==> src/sv/b64enc_pkg.sv <==
// Shared types, constants and the alphabet map for the base64 encoder.
// No dependencies; every other file in sv/ imports this package.
package b64enc_pkg;

  // Pad character '=' and queue sizing
  localparam logic [7:0] PAD_CHAR    = 8'h3D;
  localparam int         QUEUE_DEPTH = 2;
  localparam int         QPTR_W      = (QUEUE_DEPTH > 1) ? $clog2(QUEUE_DEPTH) : 1;
  localparam int         QCNT_W      = $clog2(QUEUE_DEPTH + 1);

  // Group byte counts
  localparam logic [1:0] CNT_ONE   = 2'd1;
  localparam logic [1:0] CNT_TWO   = 2'd2;
  localparam logic [1:0] CNT_THREE = 2'd3;

  // Phase codes: bytes held for the current group
  localparam logic [1:0] PH_EMPTY = 2'd0;
  localparam logic [1:0] PH_ONE   = 2'd1;
  localparam logic [1:0] PH_TWO   = 2'd2;

  // Input word
  typedef struct packed {
    logic [7:0] data_byte;
    logic       end_of_stream;
  } in_word_t;

  // Result word
  typedef struct packed {
    logic [7:0] char_first;
    logic [7:0] char_second;
    logic [7:0] char_third;
    logic [7:0] char_fourth;
    logic       final_group;
  } out_word_t;

  // Group handed from front to back: raw bits, byte count, last flag
  typedef struct packed {
    logic [23:0] bits;
    logic [1:0]  count;
    logic        last;
  } group_t;

  // Map one sextet to its alphabet character
  function automatic logic [7:0] sextet_char(input logic [5:0] v);
    logic [7:0] c;
    begin
      c = 8'h00;
      if (v < 6'd26) begin
        c = 8'h41 + {2'b00, v};
      end else if (v < 6'd52) begin
        c = 8'h61 + {2'b00, v - 6'd26};
      end else if (v < 6'd62) begin
        c = 8'h30 + {2'b00, v - 6'd52};
      end else if (v == 6'd62) begin
        c = 8'h2B;
      end else begin
        c = 8'h2F;
      end
      return c;
    end
  endfunction

endpackage

==> src/sv/b64enc_front.sv <==
// Front end of the base64 encoder: accepts bytes, gathers them into groups.
// Depends on b64enc_pkg; pushes finished groups into b64enc_queue.
module b64enc_front
  import b64enc_pkg::*;
(
  input  logic     clk,
  input  logic     rst_n,
  input  logic     in_valid,
  output logic     in_stall,
  input  in_word_t in_word,
  input  logic     q_full,
  output logic     q_push,
  output group_t   q_data
);

  logic [1:0]  phase_r, phase_nxt;
  logic [15:0] pend_r, pend_nxt;
  logic [1:0]  phase;
  logic        accept;
  logic [7:0]  b;
  logic        eos;

  assign in_stall = q_full;
  assign accept   = in_valid && !q_full;
  assign b        = in_word.data_byte;
  assign eos      = in_word.end_of_stream;
  // Unreachable phase three behaves as empty
  assign phase    = (phase_r == 2'd3) ? PH_EMPTY : phase_r;

  // Classify the byte: hold it or close a group
  always_comb begin
    phase_nxt    = phase_r;
    pend_nxt     = pend_r;
    q_push       = 1'b0;
    q_data.bits  = {pend_r, b};
    q_data.count = CNT_THREE;
    q_data.last  = eos;
    case (phase)
      PH_EMPTY: begin
        q_data.bits  = {b, 16'h0000};
        q_data.count = CNT_ONE;
      end
      PH_ONE: begin
        q_data.bits  = {pend_r[15:8], b, 8'h00};
        q_data.count = CNT_TWO;
      end
      default: begin
        q_data.bits  = {pend_r, b};
        q_data.count = CNT_THREE;
      end
    endcase
    if (accept) begin
      if (eos || phase == PH_TWO) begin
        q_push    = 1'b1;
        phase_nxt = PH_EMPTY;
        pend_nxt  = 16'h0000;
      end else if (phase == PH_EMPTY) begin
        phase_nxt = PH_ONE;
        pend_nxt  = {b, 8'h00};
      end else begin
        phase_nxt = PH_TWO;
        pend_nxt  = {pend_r[15:8], b};
      end
    end
  end

  // Hold phase and pending bytes
  always_ff @(posedge clk) begin
    if (!rst_n) begin
      phase_r <= PH_EMPTY;
      pend_r  <= 16'h0000;
    end else begin
      phase_r <= phase_nxt;
      pend_r  <= pend_nxt;
    end
  end

endmodule

==> src/sv/b64enc_queue.sv <==
// Short group queue between the front and back of the base64 encoder.
// Depends on b64enc_pkg for the group type and depth.
module b64enc_queue
  import b64enc_pkg::*;
(
  input  logic   clk,
  input  logic   rst_n,
  input  logic   push,
  input  group_t push_data,
  output logic   full,
  input  logic   pop,
  output group_t pop_data,
  output logic   empty
);

  group_t            mem [QUEUE_DEPTH];
  logic [QPTR_W-1:0] wr_ptr_r, rd_ptr_r;
  logic [QCNT_W-1:0] cnt_r;

  assign full     = (cnt_r == QCNT_W'(QUEUE_DEPTH));
  assign empty    = (cnt_r == '0);
  assign pop_data = mem[rd_ptr_r];

  // Store a pushed group
  always_ff @(posedge clk) begin
    if (push) begin
      mem[wr_ptr_r] <= push_data;
    end
  end

  // Advance pointers and occupancy
  always_ff @(posedge clk) begin
    if (!rst_n) begin
      wr_ptr_r <= '0;
      rd_ptr_r <= '0;
      cnt_r    <= '0;
    end else begin
      if (push) begin
        wr_ptr_r <= (wr_ptr_r == QPTR_W'(QUEUE_DEPTH - 1)) ? '0 : wr_ptr_r + QPTR_W'(1);
      end
      if (pop) begin
        rd_ptr_r <= (rd_ptr_r == QPTR_W'(QUEUE_DEPTH - 1)) ? '0 : rd_ptr_r + QPTR_W'(1);
      end
      case ({push, pop})
        2'b10:   cnt_r <= cnt_r + QCNT_W'(1);
        2'b01:   cnt_r <= cnt_r - QCNT_W'(1);
        default: cnt_r <= cnt_r;
      endcase
    end
  end

endmodule

==> src/sv/b64enc_back.sv <==
// Back end of the base64 encoder: maps a group to characters, registers it.
// Depends on b64enc_pkg; pops groups from b64enc_queue.
module b64enc_back
  import b64enc_pkg::*;
(
  input  logic      clk,
  input  logic      rst_n,
  input  logic      q_empty,
  input  group_t    q_data,
  output logic      q_pop,
  output logic      out_valid,
  input  logic      out_stall,
  output out_word_t out_word
);

  logic      out_valid_r;
  out_word_t out_word_r, out_word_nxt;

  // Take a group when the output register is free or being drained
  assign q_pop = !q_empty && (!out_valid_r || !out_stall);

  // Map sextets, pad short groups
  always_comb begin
    out_word_nxt.char_first  = sextet_char(q_data.bits[23:18]);
    out_word_nxt.char_second = sextet_char(q_data.bits[17:12]);
    out_word_nxt.char_third  = (q_data.count >= CNT_TWO) ?
                               sextet_char(q_data.bits[11:6]) : PAD_CHAR;
    out_word_nxt.char_fourth = (q_data.count == CNT_THREE) ?
                               sextet_char(q_data.bits[5:0]) : PAD_CHAR;
    out_word_nxt.final_group = q_data.last;
  end

  // Load the output word
  always_ff @(posedge clk) begin
    if (q_pop) begin
      out_word_r <= out_word_nxt;
    end
  end

  // Track output valid
  always_ff @(posedge clk) begin
    if (!rst_n) begin
      out_valid_r <= 1'b0;
    end else if (q_pop) begin
      out_valid_r <= 1'b1;
    end else if (!out_stall) begin
      out_valid_r <= 1'b0;
    end
  end

  assign out_valid = out_valid_r;
  assign out_word  = out_word_r;

endmodule

==> src/sv/base64_encoder.sv <==
// Top level of the streaming base64 encoder (standard alphabet, '=' padding).
// Depends on b64enc_pkg, b64enc_front, b64enc_queue and b64enc_back.
//
//   port group  | direction | word type  | meaning
//   in_         | input     | in_word_t  | one raw byte, flag on final byte
//   out_        | output    | out_word_t | four characters, flag on last group
//
// One byte is taken each cycle while the queue is not full. A group is written
// into the queue when its last byte is taken, and it loads the output register,
// raising out_valid, once that register is free or being drained; older groups
// waiting in the queue go first. The front stalls only when the two-entry queue is full.
// Reset (rst_n low, synchronous) clears the phase, the queue and output valid.
// A stalled output holds its word; the front keeps taking bytes until the
// queue fills.
module base64_encoder
  import b64enc_pkg::*;
(
  input  logic      clk,
  input  logic      rst_n,
  input  logic      in_valid,
  output logic      in_stall,
  input  in_word_t  in_word,
  output logic      out_valid,
  input  logic      out_stall,
  output out_word_t out_word
);

  logic   q_full, q_empty, q_push, q_pop;
  group_t q_wdata, q_rdata;

  b64enc_front u_front (
    .clk      (clk),
    .rst_n    (rst_n),
    .in_valid (in_valid),
    .in_stall (in_stall),
    .in_word  (in_word),
    .q_full   (q_full),
    .q_push   (q_push),
    .q_data   (q_wdata)
  );

  b64enc_queue u_queue (
    .clk       (clk),
    .rst_n     (rst_n),
    .push      (q_push),
    .push_data (q_wdata),
    .full      (q_full),
    .pop       (q_pop),
    .pop_data  (q_rdata),
    .empty     (q_empty)
  );

  b64enc_back u_back (
    .clk       (clk),
    .rst_n     (rst_n),
    .q_empty   (q_empty),
    .q_data    (q_rdata),
    .q_pop     (q_pop),
    .out_valid (out_valid),
    .out_stall (out_stall),
    .out_word  (out_word)
  );

endmodule
==> config.mk <==
export PLATFORM = sky130hd
export DESIGN_NAME = base64_encoder
export DESIGN_NICKNAME = d
export VERILOG_FILES = /design/src/sv/b64enc_pkg.sv /design/src/sv/b64enc_front.sv /design/src/sv/b64enc_queue.sv /design/src/sv/b64enc_back.sv /design/src/sv/base64_encoder.sv
export SDC_FILE = /design/constraint.sdc
export NUM_CORES = 1
export LEC_CHECK = 0
export ABC_AREA = 1
export BUFFER_PORTS_ARGS = -buffer_cell sky130_fd_sc_hd__buf_2
export CORE_MARGIN = 2
export CORE_UTILIZATION = 53
export DETAILED_ROUTE_END_ITERATION = 8
export PLACE_DENSITY = 0.74
export SYNTH_ARGS = -nofsm -noshare
export SYNTH_HDL_FRONTEND = slang
export SYNTH_HIERARCHICAL = 1
export SYNTH_SLANG_ARGS = --single-unit
==> constraint.sdc <==
create_clock -name clk -period 3 [get_ports clk]
set_input_delay 0.3 -clock clk [delete_from_list [all_inputs] [get_ports clk]]
set_output_delay 0.3 -clock clk [all_outputs]
set_load 0.05 [all_outputs]
==> impl_metrics.py <==
metrics = {
    "status": {
        "outcome": "finished clean",
    },
    "cts": {
        "path_clk_slew_ns": 0.07,
        "post_cts_buffers": 0,
        "numCtsBuffers": 9,
        "clock_path_buffers": 2,
        "hold_buffers": 0,
        "cts_tree": "done",
        "cts_root_buf": "clkbuf_16",
        "cts_sinks": 111,
        "cts.htree.levels": 3,
        "postCtsResizedCells": 0,
        "clk_latency_ns": 0.35,
    },
    "run": {
        "max_cap_violations": 0,
    },
    "route": {
        "drc": 0,
        "drt_wl_total_mm": 12.31,
        "num_vias": 4790,
        "postRouteAntennaNets": 0,
        "drt_first_pass_iters": 5,
        "drt_iter0_drc": 262,
        "post_drt_wl_per_cell_um": 13.14,
        "vias_per_cell": 5.112,
    },
    "placement": {
        "io_buffers": 47,
        "dp.cells": 921,
        "dpl_cell_area_mm2": 0.006955,
        "place.gp.congestion": 0.8863,
        "dp_hpwl_mm": 8.949,
    },
    "logic_synthesis": {
        "synth-seq-cells": 111,
        "yosys-top-cells-area": "edfxtp_1, nand2_1, ha_1, dfxtp_1, inv_1",
        "avgSynthCellArea_um2": 9.195,
        "synth_top_area_share_pct": 39.63,
        "synth_ff_type": "edfxtp_1",
        "synth_cell_types": 39,
        "synth_nets": 773,
        "yosys_warnings": 6,
        "async_reset_ff_share_pct": 0,
        "seq_area_frac_synth_pct": 46.92,
        "syn_inst": 717,
        "synth_top_area_cell": "edfxtp_1",
        "synth_area_mm2": 0.006593,
        "synth_edf_count": 87,
    },
    "die": {
        "dieWidth_um": 115.5,
        "io_pins": 48,
        "start_util_pct": 54.66,
        "rows": 40,
        "die_h_um": 115.5,
        "die_area_mm2": 0.01335,
        "coreArea_mm2": 0.01206,
    },
    "global_route": {
        "grt_usage_pct": 19.37,
        "grt_pass1_wl_mm": 20.42,
        "grt_pass1_vias": 4488,
        "antenna_found_initial": 0,
        "grt_overflow": 0,
        "grt_max_degree": 36,
    },
    "timing": {
        "fin_skew_ns": 0.006918,
        "period_needed_ns": 2.405,
        "hold_viol_final": 0,
        "fmax_mhz": 415.7,
        "worstMarginPinSlew_ns": 0.5099,
        "final-max-slew-violation-count": 0,
        "rsz0062_at_grt": "no",
        "tns_ns": 0,
        "setup_viol": 0,
        "fin_hold_ws_ns": 0.2478,
        "fin_crit_sh_pct": 80.18,
        "relSlewSlack_pct": 66.01,
    },
    "layout": {
        "postLayoutCellArea_mm2": 0.007239,
        "final_common_cell": "nand2_1",
        "drive_gt1_share_pct": 15.60,
        "finalNetCount": 820,
        "syn2layout_area_growth_pct": 9.812,
        "mostFrequentLayoutCells": "nand2_1, inv_1, edfxtp_1",
        "insertedDiodeCount": 0,
        "final_cells": 937,
        "final_util_pct": 60.02,
    },
    "worst_setup_path": {
        "required_ns": 3.09,
        "critPathLaunchType": "flip-flop",
        "crit_buf_inv": 3,
        "r2r_cells": 9,
        "cp-end-kind": "flip-flop",
        "slowest_stage": "mux2_4",
        "cp_slowest_stage_delay_ns": 0.36,
        "cp_top_family": "compound AO/OA/AOI/OAI gates",
        "r2r_end": "u_back/out_word[28]",
        "critical_path_class": "reg2reg",
        "path_cells": "buf_4, mux2_4, ha_1, inv_1, nand2_1, a21oi_1, inv_1, o21ai_0, a21oi_1",
        "crit_path_max_fanout": 12,
        "r2r_slack_ns": 0.59,
        "cp_data_arrival_time_ns": 2.50,
    },
    "power": {
        "netSwitchingFraction_pct": 43.70,
        "peakVddDrop_uv": 569.2,
        "p_sw_uw": 2809,
        "power.internal_uw": 3618,
        "clkPwrFrac_pct": 17.8,
        "combPwrFrac_pct": 48.6,
        "power.density_mw_per_mm2": 887.7,
        "cellLeakagePower_uw": 0.003322,
        "seqPwrFrac_pct": 33.6,
    },
    "hold_path": {
        "hold_path_end": "u_back/out_valid",
        "hp-class": "in2reg",
        "worstHoldStart": "out_stall",
        "hold_depth": 3,
    },
}
==> cells in the mapped netlist (4+ instances only) <==
master    instances
a21oi_1          17
ha_1             43
nand3_1          45
inv_1           104
buf_2             6
nand2_1         184
dfxtp_1          24
nand4_1          16
o21ai_0          47
o21ai_1           9
nand2_2           5
mux2_2            7
inv_2             4
edfxtp_1         87
xor2_1           17
mux2_4           20
nor2_4            6
xnor2_1           4
buf_4             6
o211ai_1          7
nor2_1           34
==> how the worst max path moves through the flow <==
stage                               end  slack, ns  cells after the start                from
global route        u_back/out_word[12]       0.37                     13           flip-flop
CTS                 u_back/out_word[10]       0.65                     11           flip-flop
global placement    u_back/out_word[10]       0.71                     11           flip-flop
floorplan             u_queue/mem[0][0]       0.44                      9  u_front/phase_r[0]
detailed placement  u_back/out_word[22]       0.66                     11           flip-flop
finish              u_back/out_word[28]       0.59                      9           flip-flop
==> power groups by stage <==
stage	sequential, uW	combinational (uW)	clock, uW
after global routing	2190	3430	1230
after CTS	2160	3120	1170
after floorplan	2880	1840	0
after detailed placement	2190	3100	0
final	2160	3120	1150
after global placement	2190	3040	0
==> state kept, by name (all words and copies together), names as in the netlist, named ones only <==
register and cells:
u_queue/mem 54, u_back/out_word 33, u_front/pend_r 16, u_front/phase_r 2, u_queue/cnt_r 2, u_back/out_valid 1, u_queue/rd_ptr_r 1, u_queue/wr_ptr_r 1
==> stage by stage <==
| stage | setup slack [ns] | power [uW] |
|---|---|---|
| after floorplan | 0.4373 | 4726 |
| after global placement | 0.7118 | 5222 |
| after detailed placement | 0.6622 | 5295 |
| after CTS | 0.6512 | 6450 |
| after global routing | 0.3732 | 6850 |
| final | 0.5946 | 6427 |
==> layer usage <==
layer / track usage, % / wire length [um] / up-vias
met5: 0 / 0 / -
met3: 3.190 / 560 / 10
met4: 7.068 / 154 / 0
li1: - / - / 2462
met2: 31.97 / 5915 / 117
met1: 25.90 / 5679 / 2201
==> kinds of logic (layout without fill, tap and decap cells) <==
logic type / count (synthesis) / after routing / share of synthesized area [%]
AND/OR/NAND/NOR: 300 / 300 / 20.67
buffers and inverters: 127 / 179 / 8.464
flip-flops: 111 / 111 / 46.92
AO/OA/AOI/OAI: 88 / 88 / 7.250
adder cells (fa/ha/maj): 43 / 43 / 8.161
multiplexers: 27 / 27 / 5.751
XOR/XNOR: 21 / 21 / 2.790
==> tightest hold or removal path: cells and delay by family <==
kind,cells,cell delay [ns]
buf+inv,1,0.12
compound gates,1,0.07
simple gates,1,0.06
==> final cells by class <==
type,instances,area (um2)
multi-input combinational,479,2955
clock buffer,12,257.7
sequential,111,3093
clock inverter,4,26.28
fill,1021,4822
tap,168,210.2
timing repair buffer,53,280.3
inverter,110,416.7
Note: power is estimated with default switching activity, not from simulation.
